$ cat src/rtl/amfd_pkg.sv
// Package for the accelerometer motion and up-face detector.
// Holds the mode encoding, face codes, register map and fixed field widths.
// No dependencies; every other file of the block imports it.
package amfd_pkg;

    // Fixed widths of the configuration port and of the non-sample fields
    localparam int APB_AW      = 3;
    localparam int APB_DW      = 32;
    localparam int TS_W        = 64;
    localparam int THR_W       = 16;
    localparam int TMO_W       = 32;
    localparam int FACE_W      = 3;
    localparam int OUT_TDATA_W = 8;

    // Register reset values
    localparam logic [THR_W-1:0] THR_RESET = 16'd40;
    localparam logic [TMO_W-1:0] TMO_RESET = 32'd2000000;

    // Register index, taken from paddr[2]
    localparam logic REG_THRESHOLD = 1'b0;
    localparam logic REG_TIMEOUT   = 1'b1;

    // Face codes, in priority order for ties
    localparam logic [FACE_W-1:0] FACE_POS_Z = 3'd0;
    localparam logic [FACE_W-1:0] FACE_NEG_Z = 3'd1;
    localparam logic [FACE_W-1:0] FACE_NEG_Y = 3'd2;
    localparam logic [FACE_W-1:0] FACE_POS_Y = 3'd3;
    localparam logic [FACE_W-1:0] FACE_POS_X = 3'd4;
    localparam logic [FACE_W-1:0] FACE_NEG_X = 3'd5;
    localparam logic [FACE_W-1:0] FACE_MAX   = FACE_NEG_X;

    // Motion mode, one-hot
    typedef enum logic [2:0] {
        MODE_STILL     = 3'b001,
        MODE_MOVING    = 3'b010,
        MODE_COUNTDOWN = 3'b100
    } mode_t;

    // Result of comparing the squared difference with the squared threshold
    typedef struct packed {
        logic gt;
        logic lt;
    } cmp_t;

endpackage

$ cat src/rtl/amfd_mode_fsm.sv
// Motion mode state machine: still, moving and countdown with a quiet timeout.
// Depends on amfd_pkg for the mode encoding and the compare result struct.
// Advances once per sample on step; moving reflects the mode before the step.
module amfd_mode_fsm
    import amfd_pkg::*;
(
    input  logic             clk,
    input  logic             rst_n,
    input  logic             step,
    input  cmp_t             cmp,
    input  logic [TS_W-1:0]  now_us,
    input  logic [TMO_W-1:0] timeout_us,
    output logic             moving
);

    mode_t            mode_reg;
    mode_t            mode_next;
    logic [TS_W-1:0]  start_reg;
    logic [TS_W-1:0]  start_next;
    logic [TS_W-1:0]  elapsed;
    logic             timed_out;

    // Wrapping time since the countdown began
    assign elapsed   = now_us - start_reg;
    assign timed_out = elapsed > {{(TS_W-TMO_W){1'b0}}, timeout_us};

    // Only still mode reports no motion
    assign moving = (mode_reg != MODE_STILL);

    // Transitions; a difference equal to the threshold counts neither as motion nor as quiet
    always_comb
    begin
        mode_next  = mode_reg;
        start_next = start_reg;
        unique case (mode_reg)
            MODE_STILL:
            begin
                if (cmp.gt)
                begin
                    mode_next = MODE_MOVING;
                end
            end
            MODE_MOVING:
            begin
                if (cmp.lt)
                begin
                    mode_next  = MODE_COUNTDOWN;
                    start_next = now_us;
                end
            end
            MODE_COUNTDOWN:
            begin
                if (cmp.gt)
                begin
                    mode_next = MODE_MOVING;
                end
                else if (timed_out)
                begin
                    mode_next = MODE_STILL;
                end
            end
            default:
            begin
                mode_next = mode_reg;
            end
        endcase
    end

    // Mode and countdown start registers
    always_ff @(posedge clk or negedge rst_n)
    begin
        if (!rst_n)
        begin
            mode_reg  <= MODE_MOVING;
            start_reg <= '0;
        end
        else if (step)
        begin
            mode_reg  <= mode_next;
            start_reg <= start_next;
        end
    end

endmodule

$ cat src/rtl/accel_motion_and_face_detect.sv
// Top level of the accelerometer motion and up-face detector.
// Depends on amfd_pkg and instantiates amfd_mode_fsm.
//
//  Channel  Dir  Beat contents
//  s_*      in   accel_x, accel_y, accel_z (ACCEL_WIDTH each, signed), now_us (64)
//  m_*      out  moving_flag (1), up_face (3)
//  APB      in   threshold_mg at 0x0, timeout_us at 0x4
//
// One beat is accepted per cycle while the output is not stalled. The pipeline
// has an input register, a register after the difference squares, and the
// result register. The mode state advances as a beat leaves the second register.
// Stalls propagate back combinationally through the stage handshakes; empty
// stages keep taking beats while a result waits. Reset clears the previous
// sample, sets the mode to moving and loads the register defaults.
module accel_motion_and_face_detect
    import amfd_pkg::*;
#(
    parameter int ACCEL_WIDTH = 16
)
(
    input  logic                                          clk,
    input  logic                                          rst_n,
    // tdata: accel_x, accel_y, accel_z, now_us, zero fill (lowest first)
    input  logic                                          s_tvalid,
    output logic                                          s_tready,
    input  logic [((3*ACCEL_WIDTH+TS_W+7)/8)*8-1:0]       s_tdata,
    // tdata: moving_flag, up_face, zero fill (lowest first)
    output logic                                          m_tvalid,
    input  logic                                          m_tready,
    output logic [OUT_TDATA_W-1:0]                        m_tdata,
    input  logic                                          psel,
    input  logic                                          penable,
    input  logic                                          pwrite,
    input  logic [APB_AW-1:0]                             paddr,
    input  logic [APB_DW-1:0]                             pwdata,
    output logic [APB_DW-1:0]                             prdata,
    output logic                                          pready
);

    localparam int W      = ACCEL_WIDTH;
    localparam int SQ_W   = 2 * W;
    localparam int SUM_W  = SQ_W + 2;
    localparam int CMP_W  = (SUM_W > 2 * THR_W) ? SUM_W : 2 * THR_W;

    // Configuration registers
    logic [THR_W-1:0]    threshold_reg;
    logic [TMO_W-1:0]    timeout_reg;
    logic [2*THR_W-1:0]  thr_sq_reg;
    logic                cfg_wr;

    // Previous accepted sample
    logic [W-1:0]        last_reg [3];

    // Stage 1
    logic                v1_reg;
    logic [W-1:0]        cur_reg [3];
    logic [W-1:0]        prv_reg [3];
    logic [TS_W-1:0]     now1_reg;
    logic [SQ_W-1:0]     sq [3];
    logic [FACE_W-1:0]   face;

    // Stage 2
    logic                v2_reg;
    logic [SQ_W-1:0]     sq2_reg [3];
    logic [TS_W-1:0]     now2_reg;
    logic [FACE_W-1:0]   face2_reg;
    logic [SUM_W-1:0]    sum;
    cmp_t                cmp;
    logic                moving;

    // Stage 3 (result)
    logic                v3_reg;
    logic                moving3_reg;
    logic [FACE_W-1:0]   face3_reg;

    logic                rdy1;
    logic                rdy2;
    logic                rdy3;
    logic                s_acc;

    // Configuration port
    assign pready = 1'b1;
    assign cfg_wr = psel && penable && pwrite && pready;

    always_ff @(posedge clk or negedge rst_n)
    begin
        if (!rst_n)
        begin
            threshold_reg <= THR_RESET;
            timeout_reg   <= TMO_RESET;
        end
        else if (cfg_wr)
        begin
            unique case (paddr[2])
                REG_THRESHOLD: threshold_reg <= pwdata[THR_W-1:0];
                REG_TIMEOUT:   timeout_reg   <= pwdata[TMO_W-1:0];
                default:       threshold_reg <= threshold_reg;
            endcase
        end
    end

    always_comb
    begin
        unique case (paddr[2])
            REG_THRESHOLD: prdata = {{(APB_DW-THR_W){1'b0}}, threshold_reg};
            REG_TIMEOUT:   prdata = timeout_reg;
            default:       prdata = '0;
        endcase
    end

    // Squared threshold, refreshed every cycle from the register
    always_ff @(posedge clk)
    begin
        thr_sq_reg <= (2*THR_W)'(threshold_reg) * (2*THR_W)'(threshold_reg);
    end

    // Stage handshakes: a stage takes a beat when it is empty or drains
    assign rdy3     = !v3_reg || m_tready;
    assign rdy2     = !v2_reg || rdy3;
    assign rdy1     = !v1_reg || rdy2;
    assign s_tready = rdy1;
    assign s_acc    = s_tvalid && rdy1;

    always_ff @(posedge clk or negedge rst_n)
    begin
        if (!rst_n)
        begin
            v1_reg <= 1'b0;
            v2_reg <= 1'b0;
            v3_reg <= 1'b0;
            for (int i = 0; i < 3; i++)
            begin
                last_reg[i] <= '0;
            end
        end
        else
        begin
            if (rdy1)
            begin
                v1_reg <= s_tvalid;
            end
            if (rdy2)
            begin
                v2_reg <= v1_reg;
            end
            if (rdy3)
            begin
                v3_reg <= v2_reg;
            end
            if (s_acc)
            begin
                for (int i = 0; i < 3; i++)
                begin
                    last_reg[i] <= s_tdata[i*W +: W];
                end
            end
        end
    end

    // Input register: current sample with the one before it
    always_ff @(posedge clk)
    begin
        if (s_acc)
        begin
            for (int i = 0; i < 3; i++)
            begin
                cur_reg[i] <= s_tdata[i*W +: W];
                prv_reg[i] <= last_reg[i];
            end
            now1_reg <= s_tdata[3*W +: TS_W];
        end
    end

    // Per-axis difference, its magnitude and its square
    for (genvar g = 0; g < 3; g++)
    begin : g_axis
        logic [W:0]   diff;
        logic [W:0]   diff_neg;
        logic [W-1:0] mag;

        assign diff     = {cur_reg[g][W-1], cur_reg[g]} - {prv_reg[g][W-1], prv_reg[g]};
        assign diff_neg = -diff;
        assign mag      = diff[W] ? diff_neg[W-1:0] : diff[W-1:0];
        assign sq[g]    = SQ_W'(mag) * SQ_W'(mag);
    end

    // Up face: first signed axis strictly above the running maximum
    always_comb
    begin
        logic signed [W:0] proj [6];
        logic signed [W:0] best;

        proj[FACE_POS_Z] = $signed({cur_reg[2][W-1], cur_reg[2]});
        proj[FACE_NEG_Z] = -$signed({cur_reg[2][W-1], cur_reg[2]});
        proj[FACE_NEG_Y] = -$signed({cur_reg[1][W-1], cur_reg[1]});
        proj[FACE_POS_Y] = $signed({cur_reg[1][W-1], cur_reg[1]});
        proj[FACE_POS_X] = $signed({cur_reg[0][W-1], cur_reg[0]});
        proj[FACE_NEG_X] = -$signed({cur_reg[0][W-1], cur_reg[0]});
        best = '0;
        face = FACE_POS_Z;
        for (int i = 0; i < 6; i++)
        begin
            if (proj[i] > best)
            begin
                best = proj[i];
                face = FACE_W'(i);
            end
        end
    end

    // Second register: squares, timestamp and face
    always_ff @(posedge clk)
    begin
        if (rdy2 && v1_reg)
        begin
            for (int i = 0; i < 3; i++)
            begin
                sq2_reg[i] <= sq[i];
            end
            now2_reg  <= now1_reg;
            face2_reg <= face;
        end
    end

    // Sum of squares against the squared threshold
    assign sum    = SUM_W'(sq2_reg[0]) + SUM_W'(sq2_reg[1]) + SUM_W'(sq2_reg[2]);
    assign cmp.gt = CMP_W'(sum) > CMP_W'(thr_sq_reg);
    assign cmp.lt = CMP_W'(sum) < CMP_W'(thr_sq_reg);

    amfd_mode_fsm u_mode
    (
        .clk        (clk),
        .rst_n      (rst_n),
        .step       (v2_reg && rdy3),
        .cmp        (cmp),
        .now_us     (now2_reg),
        .timeout_us (timeout_reg),
        .moving     (moving)
    );

    // Result register
    always_ff @(posedge clk)
    begin
        if (rdy3 && v2_reg)
        begin
            moving3_reg <= moving;
            face3_reg   <= face2_reg;
        end
    end

    assign m_tvalid = v3_reg;
    assign m_tdata  = {{(OUT_TDATA_W-FACE_W-1){1'b0}}, face3_reg, moving3_reg};

endmodule

$ cat config.mk
export PLATFORM = sky130hd
export DESIGN_NAME = accel_motion_and_face_detect
export DESIGN_NICKNAME = d
export VERILOG_FILES = /design/src/rtl/amfd_pkg.sv /design/src/rtl/amfd_mode_fsm.sv /design/src/rtl/accel_motion_and_face_detect.sv
export SDC_FILE = /design/constraint.sdc
export NUM_CORES = 2
export LEC_CHECK = 0
export ABC_AREA = 1
export BUFFER_PORTS_ARGS = -buffer_cell sky130_fd_sc_hd__buf_2
export CORE_ASPECT_RATIO = 2
export CORE_UTILIZATION = 61
export DETAILED_ROUTE_END_ITERATION = 6
export PLACE_DENSITY = 0.81
export SLEW_MARGIN = 20
export SYNTH_ARGS = -nofsm -noshare
export SYNTH_HDL_FRONTEND = slang
export SYNTH_SLANG_ARGS = --single-unit
$ cat constraint.sdc
create_clock -name clk -period 13.27 [get_ports clk]
set_input_delay 0.6635 -clock clk [delete_from_list [all_inputs] [get_ports clk]]
set_output_delay 0.6635 -clock clk [all_outputs]
set_load 0.05 [all_outputs]
==> impl_results.md <==
- Fmax: roughly 83 MHz
- Area growth syn-to-layout: 6.55%
- Period minus WS final: between 10 and 15 ns
- Clk buf depth: 3
- Synthesized instance count: 7,726
- Maximum number of pins on one net before global-route repair: 93
- # rows: ~170
- Most frequent cells after synthesis: 1,818 x inv_1, 1,704 x nand2_1, 693 x fa_1
- Outcome: finished clean
- Die ar.: between 100,000 and 150,000 µm²
- Nets@finish: 9,395
- Max-cap violation count: 0
- Count leader, synth: inv_1
- Detailed Route WL: 177 mm
- Routed WL per cell: 19.1 µm
- Slowest CP cell: edfxtp_1
- CTS tree: built
- Drt first pass iters: 7
- Worst EP required: 13.62 ns
- Initial DRC Count: 2,618
- Tot GR Track Use: 0.348
- Remaining Overflow, GRT: 0
- Yosys warning total: 0
- Hold WS: about 0.17 ns
- Worst-path clk slew: 0.07 ns
- Top_reg_cell synth: edfxtp_1
- Number of non-filler instances in the completed layout: 9,253
- Crit start category: flip-flop
- Yosys top cell by area: fa_1
- Reg2reg path depth: 70
- WHS Path Cells: 1
- FF-to-FF setup slack: 1.22 ns
- Crit path kind: flip-flop to flip-flop
- Syn avg cell area: between 8 and 9 µm²
- Layout cells sized above 1: 0.0508
- Num Clock Sinks: approximately 520
- Clock skew: 0.0530 ns
- Worst-margin pin slew: ~1.1 ns
- Max FO, Critical Path: 19
- Drt via density: 5.50
- Vias: 50,905
- Vias in the first global route: around 55,000
- Unrepaired setup endpoints after global routing: false
- Number of synthesized flops with an enable pin: 324
- Hold Path Class: input port to flip-flop
- CTS Buf Count: 50
- Slew Limit Fails: 0
- H-tree Lvls: 2
- Ys async rst share: 0.319
- Starting Density: 0.617
- Setup-failing EPs final: 0
- Most frequent CP cell: nand2_1
- Die Y: 455 µm
- Final hold violations: 0
- DRC viols: 0
- Crit path DAT: 12.40 ns
- I/O Pins: a little under 200
- Crit path largest cell delay: 0.49 ns
- Crit end category: flip-flop
- Yosys top cell area share: 0.222
- Root Driver: clkbuf_16
- First-pass GRT wire length: 277 mm
- Initial antenna violation count: 6
- Slew headroom: 0.289
- Routability cong.: about 1.1
- Antenna-violating nets left: 0
- Die span in x: between 200 and 250 µm
- Fin crit share: 0.908
- Largest cells by area after synthesis: fa_1 22%, edfxtp_1 16%, ha_1 14%, inv_1 11%, nand2_1 10%
- Syn Std Cell Area: 62,500 µm²
- Post-DP HPWL: 145 mm
- Clk Latency, worst-skew pair: 0.66 ns
- Post-synth cell types: 62
- Core area: 101,000 µm²
- Number of synthesized register bits: roughly 520
- PortBufs: 189
- Cells after DPL: 9,153
- Setup_tns: 0 ns
- Max reg flops: between 90 and 100
- Seq/Total Area, Yosys: 0.232
## cells by family after synthesis
logic type	synth area share
AOI/OAI and AO/OA	0.0646
and+or+nand+nor	0.185
buffers and inverters	0.121
DFF	0.232
adders and majority gates	0.358
other	0.000120
xor gates and xnor gates	0.0395
## per-stage QoR
stage,setup WS [ns],instance area (µm²),utilization
2_1_floorplan,2.71,62600,-
3_3_place_gp,0.990,64800,0.640
3_5_place_dp,0.857,64800,0.640
4_1_cts,0.773,66600,0.657
5_1_grt,0.00785,66600,0.657
6_report,1.22,66600,0.657
## cell usage in the layout, fill, tap and decap left out, types with 8 or more instances in the layout
cell	instances
inv_1	1816
nand2_1	1701
fa_1	693
ha_1	677
nor2_1	665
a21oi_1	396
edfxtp_1	324
nand3_1	241
o21ai_0	196
xor2_1	191
buf_2	188
dfrtp_1	156
xnor2_1	67
nor3_1	62
nand4_1	60
clkbuf_16	52
buf_4	37
o21bai_1	33
dfxtp_1	31
a21o_1	29
nand3b_1	22
and2_1	20
or2_2	18
nor4_1	18
a31oi_1	17
inv_2	15
nand2_2	12
a21boi_0	11
o31ai_1	10
xor2_2	10
dfstp_2	10
o211ai_1	9
clkbuf_1	9
conb_1	8
## area by class of cell
cell class	count	area, µm²
well taps	1336	1670
fillers	8459	34700
inverters	1835	6900
flip-flops and latches	521	14500
multi-input cells	5235	40500
diodes	5	12.5
repair buffers	227	1240
clock buffers	65	1390
clock inverters	29	360
## path summary, 6_finish.rpt
path | start | endpoint
min in group asynchronous | rst_n | u_mode.start_reg[25]
worst max register to register | cur_reg[0][33] | face2_reg[2]
worst max-delay path | cur_reg[0][33] | face2_reg[2]
worst min-delay path | s_tdata[109] | now1_reg[61]
max in group asynchronous | rst_n | threshold_reg[13]
worst min register to register | now1_reg[38] | now2_reg[38]
## worst max-delay path, delay by kind of cell (launching register included)
kind                       cells  cell delay (ns)
AOI/OAI and AO/OA             19             3.17
buffers and inverters          9             1.61
xor gates and xnor gates       2             0.40
adders and majority gates      7             1.82
DFF                            1             0.49
and+or+nand+nor               33             4.26
## what timing repair did
item | 4_1_cts | 5_1_grt
endpoints found under the setup margin | 0 | 3
setup buffers | 0 | 0
resized for setup | 0 | 4
hold endpoints to repair | 41 | 0
hold buffers | 1 | 0
## layer usage
layer	GRT usage	vias to the layer above	routed length [µm]
met5	0	-	13
met4	0.325	2	19300
met3	0.0463	857	7910
met2	0.671	1787	94800
met1	0.306	24259	54500
li1	-	24000	-
Power is left out: the tool's default activity adds up to more than one toggle a clock period on the data nets, which glitch-free logic cannot reach.
